**src/design/otp_pkg.sv**
```systemverilog
// ----------------------------------------------------------------------------
// otp_pkg
// shared types and constants of the one-time password engine
// ----------------------------------------------------------------------------
package otp_pkg;

	// control for the sha-1 round unit, one action per cycle
	typedef struct packed {
		logic init;   // load initial chaining value
		logic load;   // copy chain into working variables
		logic step;   // run one round
		logic fin;    // add working variables into chain
	} sha_ctl_t;

	localparam logic [31:0] SHA_IV0 = 32'h6745_2301;
	localparam logic [31:0] SHA_IV1 = 32'hEFCD_AB89;
	localparam logic [31:0] SHA_IV2 = 32'h98BA_DCFE;
	localparam logic [31:0] SHA_IV3 = 32'h1032_5476;
	localparam logic [31:0] SHA_IV4 = 32'hC3D2_E1F0;

	localparam logic [31:0] SHA_K0 = 32'h5A82_7999;
	localparam logic [31:0] SHA_K1 = 32'h6ED9_EBA1;
	localparam logic [31:0] SHA_K2 = 32'h8F1B_BCDC;
	localparam logic [31:0] SHA_K3 = 32'hCA62_C1D6;

	localparam logic [6:0]  LAST_ROUND = 7'd79;

	localparam logic [7:0]  IPAD      = 8'h36;
	localparam logic [7:0]  OPAD      = 8'h5C;
	localparam logic [31:0] PAD_WORD  = 32'h8000_0000;
	localparam logic [31:0] INNER_LEN = 32'd576;   // 72 bytes in bits
	localparam logic [31:0] OUTER_LEN = 32'd672;   // 84 bytes in bits

	localparam logic [19:0] TOTP_STEP = 20'd30;
	localparam logic [19:0] PIN_MOD   = 20'd1000000;
	localparam logic [4:0]  WINDOW    = 5'd30;

	// reciprocals: x / d = (x * magic) >> (32 + shift), exact for any 32-bit x
	localparam logic [31:0] STEP_MAGIC = 32'h8888_8889;
	localparam int          STEP_SHIFT = 4;
	localparam logic [31:0] PIN_MAGIC  = 32'h431B_DE83;
	localparam int          PIN_SHIFT  = 18;

endpackage

```
**src/design/otp_div.sv**
```systemverilog
// ----------------------------------------------------------------------------
// otp_div
// reciprocal divider for the two fixed divisors, 30 and the pin modulus
// ----------------------------------------------------------------------------
module otp_div (
	input  logic        clk,
	input  logic        arst_n,
	input  logic        go,
	input  logic [31:0] dividend,
	input  logic [19:0] divisor,
	output logic        done,
	output logic [31:0] quotient,
	output logic [19:0] remainder
);
	import otp_pkg::*;

	typedef enum logic [1:0] {
		P_IDLE, P_RECIP, P_BACK
	} phase_t;

	phase_t      phase_q;
	logic        done_q;
	logic        big_q;   // dividing by the pin modulus
	logic [31:0] x_q, quo_q;
	logic [19:0] rem_q, dvs_q;

	logic [31:0] mul_a, mul_b, quo_next, diff;
	logic [63:0] prod;

	// one 32x32 multiplier: reciprocal product first, then quotient times divisor
	assign mul_a = (phase_q == P_RECIP) ? x_q : quo_q;
	assign mul_b = (phase_q == P_RECIP) ? (big_q ? PIN_MAGIC : STEP_MAGIC)
		: {12'd0, dvs_q};
	assign prod  = {32'd0, mul_a} * {32'd0, mul_b};

	assign quo_next = big_q ? (prod[63:32] >> PIN_SHIFT) : (prod[63:32] >> STEP_SHIFT);
	assign diff     = x_q - prod[31:0];

	always_ff @(posedge clk or negedge arst_n) begin
		if (!arst_n) begin
			phase_q <= P_IDLE;
			done_q  <= 1'b0;
			big_q   <= 1'b0;
			x_q     <= '0;
			quo_q   <= '0;
			rem_q   <= '0;
			dvs_q   <= '0;
		end else begin
			done_q <= 1'b0;
			unique case (phase_q)
				P_IDLE: begin
					if (go) begin
						x_q     <= dividend;
						dvs_q   <= divisor;
						big_q   <= (divisor != TOTP_STEP);
						phase_q <= P_RECIP;
					end
				end
				P_RECIP: begin
					quo_q   <= quo_next;
					phase_q <= P_BACK;
				end
				P_BACK: begin
					rem_q   <= diff[19:0];
					done_q  <= 1'b1;
					phase_q <= P_IDLE;
				end
				default: phase_q <= P_IDLE;
			endcase
		end
	end

	assign done      = done_q;
	assign quotient  = quo_q;
	assign remainder = rem_q;

endmodule

```
**config.mk**
```make
export PLATFORM = sky130hd
export DESIGN_NAME = otp_div
export DESIGN_NICKNAME = d
export VERILOG_FILES = /design/src/design/otp_pkg.sv /design/src/design/otp_div.sv
export SDC_FILE = /design/constraint.sdc
export NUM_CORES = 2
export LEC_CHECK = 0
export ABC_CLOCK_PERIOD_IN_PS = 7620
export BUFFER_PORTS_ARGS = -buffer_cell sky130_fd_sc_hd__buf_4
export CORE_UTILIZATION = 45
export DETAILED_ROUTE_END_ITERATION = 16
export PLACE_DENSITY_LB_ADDON = 0.3
export SYNTH_ARGS = -nofsm -noshare
export SYNTH_HDL_FRONTEND = slang
export SYNTH_SLANG_ARGS = --single-unit
```
**constraint.sdc**
```tcl
create_clock -name clk -period 7.62 [get_ports clk]
set_input_delay 0.762 -clock clk [delete_from_list [all_inputs] [get_ports clk]]
set_output_delay 0.762 -clock clk [all_outputs]
set_load 0.005 [all_outputs]
```
==> impl_metrics.ini <==
[place]
post-place-ws_ns = -0.736
dpl.cell_count = 5198
place_congestion = 1.04
portBuffers = 103
dp_hpwl_mm = 106

[floorplanning]
die_h_um = 276
dieArea_mm2 = 0.0763
row_count = 100
core_mm2 = 0.0744
initial_core_util_pct = 45.4
die_x_um = 276
pin_count = 108

[clocking]
cts_max_path_buffers = 2
path_clk_slew_ns = 0.09
htree_levels = 3
cts_sinks = 104
cts_tree = done
clk_latency_ns = 0.38
numCtsBuffers = 9
cts-root-buf = clkbuf_16

[cells_and_area]
fin_cells = 5255
layout-drive-gt1-share_pct = 25.3
area_growth_pct = 26.5
final_util_pct = 57.5
layout.nets = 5437
mostFrequentLayoutCells = inv_1 (812), fa_1 (714), buf_4 (633)
final_common_cell = inv_1

[critical_path]
critPathBufInv = 9
crit_path_end_kind = flip-flop
required_ns = 7.93
crit_type = flip-flop to flip-flop
path_common_cell = fa_1
crit_arrival_ns = 8.37
crit_family = adder cells
startpoint_type = flip-flop
slowest_stage = fa_1
cp_max_fo = 7
max_stage_delay_ns = 0.55
ff2ff_setup_slack_ns = -0.44

[detailed_routing]
routed_wl_mm = 128
dr.pass1.iters = 6
dr_total_vias = 28900
drt-vias-per-instance = 5.50
ant_nets = 0
drc_errors = 0
wire_per_inst_um = 24.3
drt_iter0_drc = 2651

[timing]
finClkSkew_ns = 0.0241
drv_slew = 0
grt_setup_unrepaired = yes
slew_headroom_pct = 44.0
fin_crit_ns = 8.06
holdWs_ns = 0.407
layout_setup_ws_ns = -0.439
finalSetupViolations = 34
tightest_slew_ns = 0.839
fin_crit_sh_pct = 106
hold_viol = 0
fmax_ghz = 0.124

[logic_synthesis]
synth_edf_count = 0
syn_area_mm2 = 0.0338
synth-seq-area-share_pct = 7.70
ys_warn_count = 0
synth.top_cells.by_area = fa_1 (44%), ha_1 (14%), inv_1 (9.1%)
synth_flop_cell = dfrtp_1
async_flop_share_pct = 100
synth.top_cell.area_share_pct = 43.6
synth_top_cell_by_area = fa_1
synthCells = 3670
synth_cell_type_count = 80
synth.ff_latch_count = 104
syn_area_per_cell_um2 = 9.21

[run_status]
violations = setup timing
status = complete, but fails checks

[global_routing]
grt_first_pass_wirelength_mm = 190
grt.total_usage_pct = 33.7
grt_start_max_net_pins = 60
grt_pass1_vias = 30600
grt_overflow = 0
antenna_found_initial = 8

[min_path]
hold_path_class = primary input to async pin

[run]
cap_violations = 0
[synthesized netlist by cell type, types with 3 or more instances]
cell      instances
a21boi_0          3
a211oi_1         11
or3_1             9
buf_1            12
clkbuf_1        133
a31o_2            3
o21a_1           19
buf_2             4
a31oi_1          11
nor2_1          319
a221oi_1          4
nand2_1         319
a21o_1           14
mux2_2           52
inv_1           823
a21oi_1          98
xor2_1           25
o21ai_1           7
nor3b_1           4
buf_4             6
o21bai_1         11
nand2b_1         26
nand4_1          22
fa_1            737
and2_1           47
o211ai_1         13
o21ai_0          72
nand3_1          28
xnor2_1          31
ha_1            369
and3_1          201
nor4_1            3
or2_2             9
dfrtp_1         104
o22ai_1           4
nor3_1           29
o221ai_1          7
a41oi_1           3
o21ai_2           3
mux2i_1           7
o31ai_1           5
nor4b_1           6
and4_1            3
nor2b_1          11
[per-layer routing]
layer / vias up / wire length (µm) / track usage [%] / share of wire (%)
met4: 4 / 8060 / 16.3 / 6.3
met5: - / 26 / 0 / 0.020
li1: 12500 / - / - / -
met1: 14600 / 50000 / 44.8 / 39
met2: 1500 / 57100 / 52.7 / 45
met3: 344 / 12700 / 6.90 / 9.9
[flip-flops by register name, summed over array words and instances (netlist names)]
signal,flops
big_q,1
done,1
dvs_q,20
phase_q,2
quotient,28
remainder,20
x_q,32
[cells by family after synthesis]
group | count (synthesis) | share of synthesized area (%)
fa+ha+maj | 1106 | 57.3
simple gates | 1046 | 14.6
buf+inv | 980 | 11.0
compound gates | 317 | 6.03
flops | 104 | 7.70
mux | 59 | 1.94
xor+xnor | 56 | 1.45
other cells | 2 | 0.0222
[repair_timing]
| action | 4_1_cts | 5_1_grt |
|---|---|---|
| setup buffers | 5 | 25 |
| gates cloned | 1 | 7 |
| hold buffers | 0 | 0 |
| resized for setup | 138 | 231 |
| pin swaps | 10 | 91 |
| hold endpoints to repair | 0 | 0 |
| endpoints found under the setup margin | 37 | 37 |
[through the flow]
stage                     setup TNS (ns)  area (µm²)
after detailed placement          -18.29       40400
after global routing              -17.12       42800
final                              -9.80       42800
after global placement            -17.41       40400
after floorplan                  -0.0102       34100
after CTS                          -6.71       41400
[worst register-to-register path, delay by kind of cell, from the launching register on]
kind / cells / cell delay, ns
adder cells (fa/ha/maj): 9 / 4.10
flip-flops: 1 / 0.41
buffers and inverters: 9 / 1.18
multiplexers: 1 / 0.28
AND/OR/NAND/NOR: 4 / 0.75
AO/OA/AOI/OAI: 7 / 1.14
XOR/XNOR: 1 / 0.12
[final cells by class]
class	instances	area, µm²
Antenna cell	5	12.5
Clock buffer	9	225
Clock inverter	7	88.8
Fill cell	6585	31700
Inverter	824	3100
Multi-Input combinational cell	2616	29200
Sequential cell	104	2600
Tap cell	969	1210
Timing Repair Buffer	721	6360
[worst paths after layout]
path / to / from / cells past startpoint
max in group asynchronous: x_q[20] / arst_n / 2
worst max-delay path: quotient[4] / phase_q[0] / 31
worst max register to register: quotient[4] / phase_q[0] / 31
worst min register to register: remainder[15] / remainder[15] / 2
min in group clk: remainder[15] / remainder[15] / 2
worst min-delay path: remainder[12] / arst_n / 1
Power is not shown: default switching activity piles up to over one toggle a cycle in this logic, so the estimate is an artifact.
