===== src/design/otp_pkg.sv =====
// ----------------------------------------------------------------------------
// otp_pkg
// shared types and constants of the one-time password engine
// ----------------------------------------------------------------------------
package otp_pkg;

	// control for the sha-1 round unit, one action per cycle
	typedef struct packed {
		logic init;   // load initial chaining value
		logic load;   // copy chain into working variables
		logic step;   // run one round
		logic fin;    // add working variables into chain
	} sha_ctl_t;

	localparam logic [31:0] SHA_IV0 = 32'h6745_2301;
	localparam logic [31:0] SHA_IV1 = 32'hEFCD_AB89;
	localparam logic [31:0] SHA_IV2 = 32'h98BA_DCFE;
	localparam logic [31:0] SHA_IV3 = 32'h1032_5476;
	localparam logic [31:0] SHA_IV4 = 32'hC3D2_E1F0;

	localparam logic [31:0] SHA_K0 = 32'h5A82_7999;
	localparam logic [31:0] SHA_K1 = 32'h6ED9_EBA1;
	localparam logic [31:0] SHA_K2 = 32'h8F1B_BCDC;
	localparam logic [31:0] SHA_K3 = 32'hCA62_C1D6;

	localparam logic [6:0]  LAST_ROUND = 7'd79;

	localparam logic [7:0]  IPAD      = 8'h36;
	localparam logic [7:0]  OPAD      = 8'h5C;
	localparam logic [31:0] PAD_WORD  = 32'h8000_0000;
	localparam logic [31:0] INNER_LEN = 32'd576;   // 72 bytes in bits
	localparam logic [31:0] OUTER_LEN = 32'd672;   // 84 bytes in bits

	localparam logic [19:0] TOTP_STEP = 20'd30;
	localparam logic [19:0] PIN_MOD   = 20'd1000000;
	localparam logic [4:0]  WINDOW    = 5'd30;

	// reciprocals: x / d = (x * magic) >> (32 + shift), exact for any 32-bit x
	localparam logic [31:0] STEP_MAGIC = 32'h8888_8889;
	localparam int          STEP_SHIFT = 4;
	localparam logic [31:0] PIN_MAGIC  = 32'h431B_DE83;
	localparam int          PIN_SHIFT  = 18;

endpackage


===== src/design/otp_sha1_round.sv =====
// ----------------------------------------------------------------------------
// otp_sha1_round
// shared sha-1 round unit with chaining registers and a 16-word schedule line
// ----------------------------------------------------------------------------
module otp_sha1_round (
	input  logic             clk,
	input  logic             arst_n,
	input  otp_pkg::sha_ctl_t ctl,
	input  logic [6:0]       round,
	input  logic [31:0]      w_in,
	output logic [159:0]     chain
);
	import otp_pkg::*;

	logic [31:0] h_q [5];
	logic [31:0] a_q, b_q, c_q, d_q, e_q;
	logic [31:0] w_q [16];   // w_q[0] oldest, w_q[15] newest

	logic [31:0] w_x, w_sched, w_cur, f, k, tmp;

	always_comb begin
		w_x     = w_q[13] ^ w_q[8] ^ w_q[2] ^ w_q[0];
		w_sched = {w_x[30:0], w_x[31]};
		w_cur   = (round < 7'd16) ? w_in : w_sched;
		priority if (round < 7'd20) begin
			f = (b_q & c_q) | (~b_q & d_q);
			k = SHA_K0;
		end else if (round < 7'd40) begin
			f = b_q ^ c_q ^ d_q;
			k = SHA_K1;
		end else if (round < 7'd60) begin
			f = (b_q & c_q) | (b_q & d_q) | (c_q & d_q);
			k = SHA_K2;
		end else begin
			f = b_q ^ c_q ^ d_q;
			k = SHA_K3;
		end
		tmp = {a_q[26:0], a_q[31:27]} + f + e_q + k + w_cur;
	end

	always_ff @(posedge clk or negedge arst_n) begin
		if (!arst_n) begin
			for (int i = 0; i < 5; i++) h_q[i] <= '0;
			for (int i = 0; i < 16; i++) w_q[i] <= '0;
			a_q <= '0; b_q <= '0; c_q <= '0; d_q <= '0; e_q <= '0;
		end else begin
			if (ctl.init) begin
				h_q[0] <= SHA_IV0; h_q[1] <= SHA_IV1; h_q[2] <= SHA_IV2;
				h_q[3] <= SHA_IV3; h_q[4] <= SHA_IV4;
			end
			if (ctl.load) begin
				a_q <= h_q[0]; b_q <= h_q[1]; c_q <= h_q[2];
				d_q <= h_q[3]; e_q <= h_q[4];
			end
			if (ctl.step) begin
				for (int i = 0; i < 15; i++) w_q[i] <= w_q[i+1];
				w_q[15] <= w_cur;
				e_q <= d_q;
				d_q <= c_q;
				c_q <= {b_q[1:0], b_q[31:2]};
				b_q <= a_q;
				a_q <= tmp;
			end
			if (ctl.fin) begin
				h_q[0] <= h_q[0] + a_q; h_q[1] <= h_q[1] + b_q;
				h_q[2] <= h_q[2] + c_q; h_q[3] <= h_q[3] + d_q;
				h_q[4] <= h_q[4] + e_q;
			end
		end
	end

	assign chain = {h_q[0], h_q[1], h_q[2], h_q[3], h_q[4]};

endmodule


===== config.mk =====
export PLATFORM = sky130hd
export DESIGN_NAME = otp_sha1_round
export DESIGN_NICKNAME = d
export VERILOG_FILES = /design/src/design/otp_pkg.sv /design/src/design/otp_sha1_round.sv
export SDC_FILE = /design/constraint.sdc
export NUM_CORES = 2
export LEC_CHECK = 0
export ABC_AREA = 1
export BUFFER_PORTS_ARGS = -buffer_cell sky130_fd_sc_hd__buf_2
export CORE_MARGIN = 2
export CORE_UTILIZATION = 55
export CTS_CLUSTER_SIZE = 12
export DETAILED_ROUTE_END_ITERATION = 12
export HOLD_SLACK_MARGIN = 0.05
export PLACE_DENSITY = 0.74
export SLEW_MARGIN = 20
export SYNTH_ARGS = -nofsm -noshare
export SYNTH_HDL_FRONTEND = slang
export SYNTH_SLANG_ARGS = --single-unit

===== constraint.sdc =====
create_clock -name clk -period 9.5 [get_ports clk]
set_input_delay 1.9 -clock clk [delete_from_list [all_inputs] [get_ports clk]]
set_output_delay 1.9 -clock clk [all_outputs]
set_load 0.01 [all_outputs]

==> metrics.txt <==
maximum number of buffers from clock root to sink=3; 1st-pass router iterations=9; dominant cells by area after synthesis=sky130_fd_sc_hd__dfrtp_1 43%, sky130_fd_sc_hd__nand2_1 11%, sky130_fd_sc_hd__o21ai_0 8.3%; I/O pin count=approximately 210; Crit path required time=around 10 ns; number of vias per cell=slightly below 6; clock tree from TritonCTS=built; number of standard-cell rows in the floorplan=about 110; minimum setup slack among reg-to-reg paths=4.30 ns; part of the Yosys area used for sequential elements=a little over two fifths; initial antenna violation count=4; clk_lat worst skew=around 0.70 ns; final-report hold violation count=0; Detail Placement HPWL=around 120000 µm; area after detailed placement=~50000 µm²; unrepaired setup endpoints after global routing=false; fraction of synthesized cell area taken by the top area cell type=a little over two fifths; TritonCTS sink count=roughly 830; overall routing resource usage=between 30 and 40%; post-synthesis cell type count=52; total of flip-flops plus latches after synthesis=832; max layer used=met4; H-tree level count=3; TritonCTS Buffers=slightly above 90; initial detailed-routing violation count=between 4000 and 5000; detailed-routed wire length on met2=71000 µm; timing-limited maximum frequency=approximately 140 MHz; core outline area=between 80000 and 90000 µm²; Async SR Flop Fraction=100%; gate count of the mapped netlist=5999; GP Congestion=between 1 and 1.5; remaining global-route overflow=0; list of most frequent post-synthesis cells=1387 x sky130_fd_sc_hd__nand2_1, 888 x sky130_fd_sc_hd__inv_1, 832 x sky130_fd_sc_hd__dfrtp_1; overall via count from detail_route=about 42000; height of the die=approximately 300 µm; syn_nets=between 6000 and 7000; wire length reported by the detailed router=approximately 160000 µm; kind of capture point of the worst setup path=flip-flop; largest clock skew in the final design=between 0.03 and 0.04 ns; nets@finish=around 6500; Synth Warn #=0; Area growth syn-to-layout=10.3%; status=completed; hold-fix buffer count after cts=0; final-report setup violation count=0; summed instance area of the synthesized netlist=48300 µm²; post-synth top area cell=sky130_fd_sc_hd__dfrtp_1; arrival time of the worst setup path=a little under 8 ns; count of flip-flops with a built-in enable after synthesis=0; vias in the first global route=40300; filler cell count in the final layout=7764; initial cell density of the core=between 50% and 60%; Slew Limit Headroom=a little under a quarter; transition time at the pin with the least slew margin=1.14 ns; final routed wire length divided by cell count=22.1 µm; Routed Antenna Nets=0; number of gates resized after cts=0; detailed route wirelength on metal3=around 13000 µm; final number of max-transition violations=0; most frequent cell after synthesis=sky130_fd_sc_hd__nand2_1; maximum capacitance violations=0; critical path peak fanout=38; path type of the worst min-delay path=reg -> reg; Final period util=about 76%; clock-pin slew on the worst setup and hold paths=0.06 ns; share of layout cells above drive strength 1=about 7.1%; root buffer cell=sky130_fd_sc_hd__clkbuf_16; post-layout instance area=between 50000 and 60000 µm²; width of the chip=300 µm; Critical Setup Path Class=in -> reg; wire length the detailed router placed on met1=69100 µm; Buffers on Ports=just over 200; setup tns final=0 ns; average instance area after synthesis=between 8 and 9 µm²; maximum number of pins on one net before global-route repair=230; total die area=~90000 µm²; global-route wire length before repair=between 200000 and 250000 µm; Worst Setup Start Kind=input pin; post-CTS setup repair buffer count=0; most used flip-flop cell after synthesis=sky130_fd_sc_hd__dfrtp_1; time the worst path needs with I/O delays and setup=between 7 and 8 ns; DR DRC count=0
## area by class of cell
| class | instances | area, µm² | share of cell area (%) |
|---|---|---|---|
| antenna | 4 | 10.0 | 0.0188 |
| clock buffer | 129 | 2630 | 4.94 |
| clock inverter | 31 | 487 | 0.913 |
| inverter | 895 | 3370 | 6.32 |
| multi-input combinational | 4049 | 23200 | 43.5 |
| sequential | 832 | 20800 | 39.1 |
| tap | 1155 | 1450 | 2.71 |
| timing repair buffer | 231 | 1330 | 2.49 |
## per-stage QoR
| stage | std cells | hold WS (ns) | worst slack [ns] | utilization (%) |
|---|---|---|---|---|
| 2_1_floorplan | 5999 | 0.442 | 3.73 | - |
| 3_3_place_gp | 7162 | 0.454 | 1.81 | 57.7 |
| 3_5_place_dp | 7162 | 0.459 | 1.74 | 57.7 |
| 4_1_cts | 7322 | 0.467 | 2.45 | 61.3 |
| 5_1_grt | 7322 | 0.495 | 2.21 | 61.3 |
| 6_report | 7326 | 0.471 | 2.31 | 61.3 |
## worst max-delay path: stages
cell	delay (ns)
sky130_fd_sc_hd__buf_2	0.16
sky130_fd_sc_hd__nor2_2	0.15
sky130_fd_sc_hd__inv_1	0.07
sky130_fd_sc_hd__nor2_2	0.41
sky130_fd_sc_hd__inv_2	0.43
sky130_fd_sc_hd__o21ai_0	0.81
sky130_fd_sc_hd__fa_1	0.57
sky130_fd_sc_hd__fa_1	0.54
sky130_fd_sc_hd__fa_1	0.42
sky130_fd_sc_hd__inv_1	0.07
sky130_fd_sc_hd__ha_1	0.16
sky130_fd_sc_hd__inv_1	0.09
sky130_fd_sc_hd__fa_1	0.42
sky130_fd_sc_hd__inv_1	0.10
sky130_fd_sc_hd__nand2_1	0.07
sky130_fd_sc_hd__o21ai_2	0.27
sky130_fd_sc_hd__a21oi_1	0.17
sky130_fd_sc_hd__o21ai_2	0.29
sky130_fd_sc_hd__nand2_1	0.09
sky130_fd_sc_hd__nand3_1	0.15
sky130_fd_sc_hd__nand3_1	0.09
sky130_fd_sc_hd__nand3_1	0.20
sky130_fd_sc_hd__nand2_1	0.09
## kinds of logic after synthesis
kind of cell	Yosys count	share of synthesized area, %
xor gates and xnor gates	142	2.57
buffers and inverters	1118	8.97
AOI/OAI and AO/OA	1460	17.0
DFF	832	43.1
and+or+nand+nor	2129	18.2
adders and majority gates	318	10.2
## cells in the final DEF (no fill, tap or decap), types with 14 or more instances in the layout
| cell | instances |
|---|---|
| sky130_fd_sc_hd__a21boi_0 | 16 |
| sky130_fd_sc_hd__a21o_1 | 23 |
| sky130_fd_sc_hd__a21oi_1 | 284 |
| sky130_fd_sc_hd__a22oi_1 | 29 |
| sky130_fd_sc_hd__buf_2 | 199 |
| sky130_fd_sc_hd__buf_4 | 24 |
| sky130_fd_sc_hd__clkbuf_1 | 19 |
| sky130_fd_sc_hd__clkbuf_16 | 93 |
| sky130_fd_sc_hd__clkbuf_8 | 17 |
| sky130_fd_sc_hd__clkinv_2 | 14 |
| sky130_fd_sc_hd__dfrtp_1 | 832 |
| sky130_fd_sc_hd__fa_1 | 125 |
| sky130_fd_sc_hd__ha_1 | 193 |
| sky130_fd_sc_hd__inv_1 | 886 |
| sky130_fd_sc_hd__nand2_1 | 1386 |
| sky130_fd_sc_hd__nand3_1 | 297 |
| sky130_fd_sc_hd__nand4_1 | 46 |
| sky130_fd_sc_hd__nor2_1 | 301 |
| sky130_fd_sc_hd__nor3_1 | 32 |
| sky130_fd_sc_hd__o211ai_1 | 81 |
| sky130_fd_sc_hd__o21a_1 | 22 |
| sky130_fd_sc_hd__o21ai_0 | 801 |
| sky130_fd_sc_hd__o21ai_1 | 23 |
| sky130_fd_sc_hd__o21bai_1 | 28 |
| sky130_fd_sc_hd__o221ai_1 | 68 |
| sky130_fd_sc_hd__o22ai_1 | 56 |
| sky130_fd_sc_hd__xnor2_1 | 110 |
| sky130_fd_sc_hd__xor2_1 | 32 |
## layer usage
layer	GRT usage [%]	vias up
li1	-	19800
met1	50.7	20400
met2	54.3	1853
met3	6.16	384
met4	17.3	0
met5	0	-
## worst paths after layout
check	start	to	depth (start not counted)
max	round[6]	a_q[31]	23
min	w_q[288]	w_q[320]	2
max reg2reg	w_q[228]	a_q[22]	19
min reg2reg	w_q[288]	w_q[320]	2
max in group asynchronous	arst_n	chain[81]	3
min in group asynchronous	arst_n	w_q[462]	1
## state kept, by name (all words and copies together), names as in the netlist
| signal | count |
|---|---|
| c_q | 32 |
| w_q | 512 |
| e_q | 32 |
| b_q | 32 |
| d_q | 32 |
| chain | 160 |
| a_q | 32 |
Power is left out: the tool's default activity adds up to more than one toggle a clock period on the data nets, which glitch-free logic cannot reach.
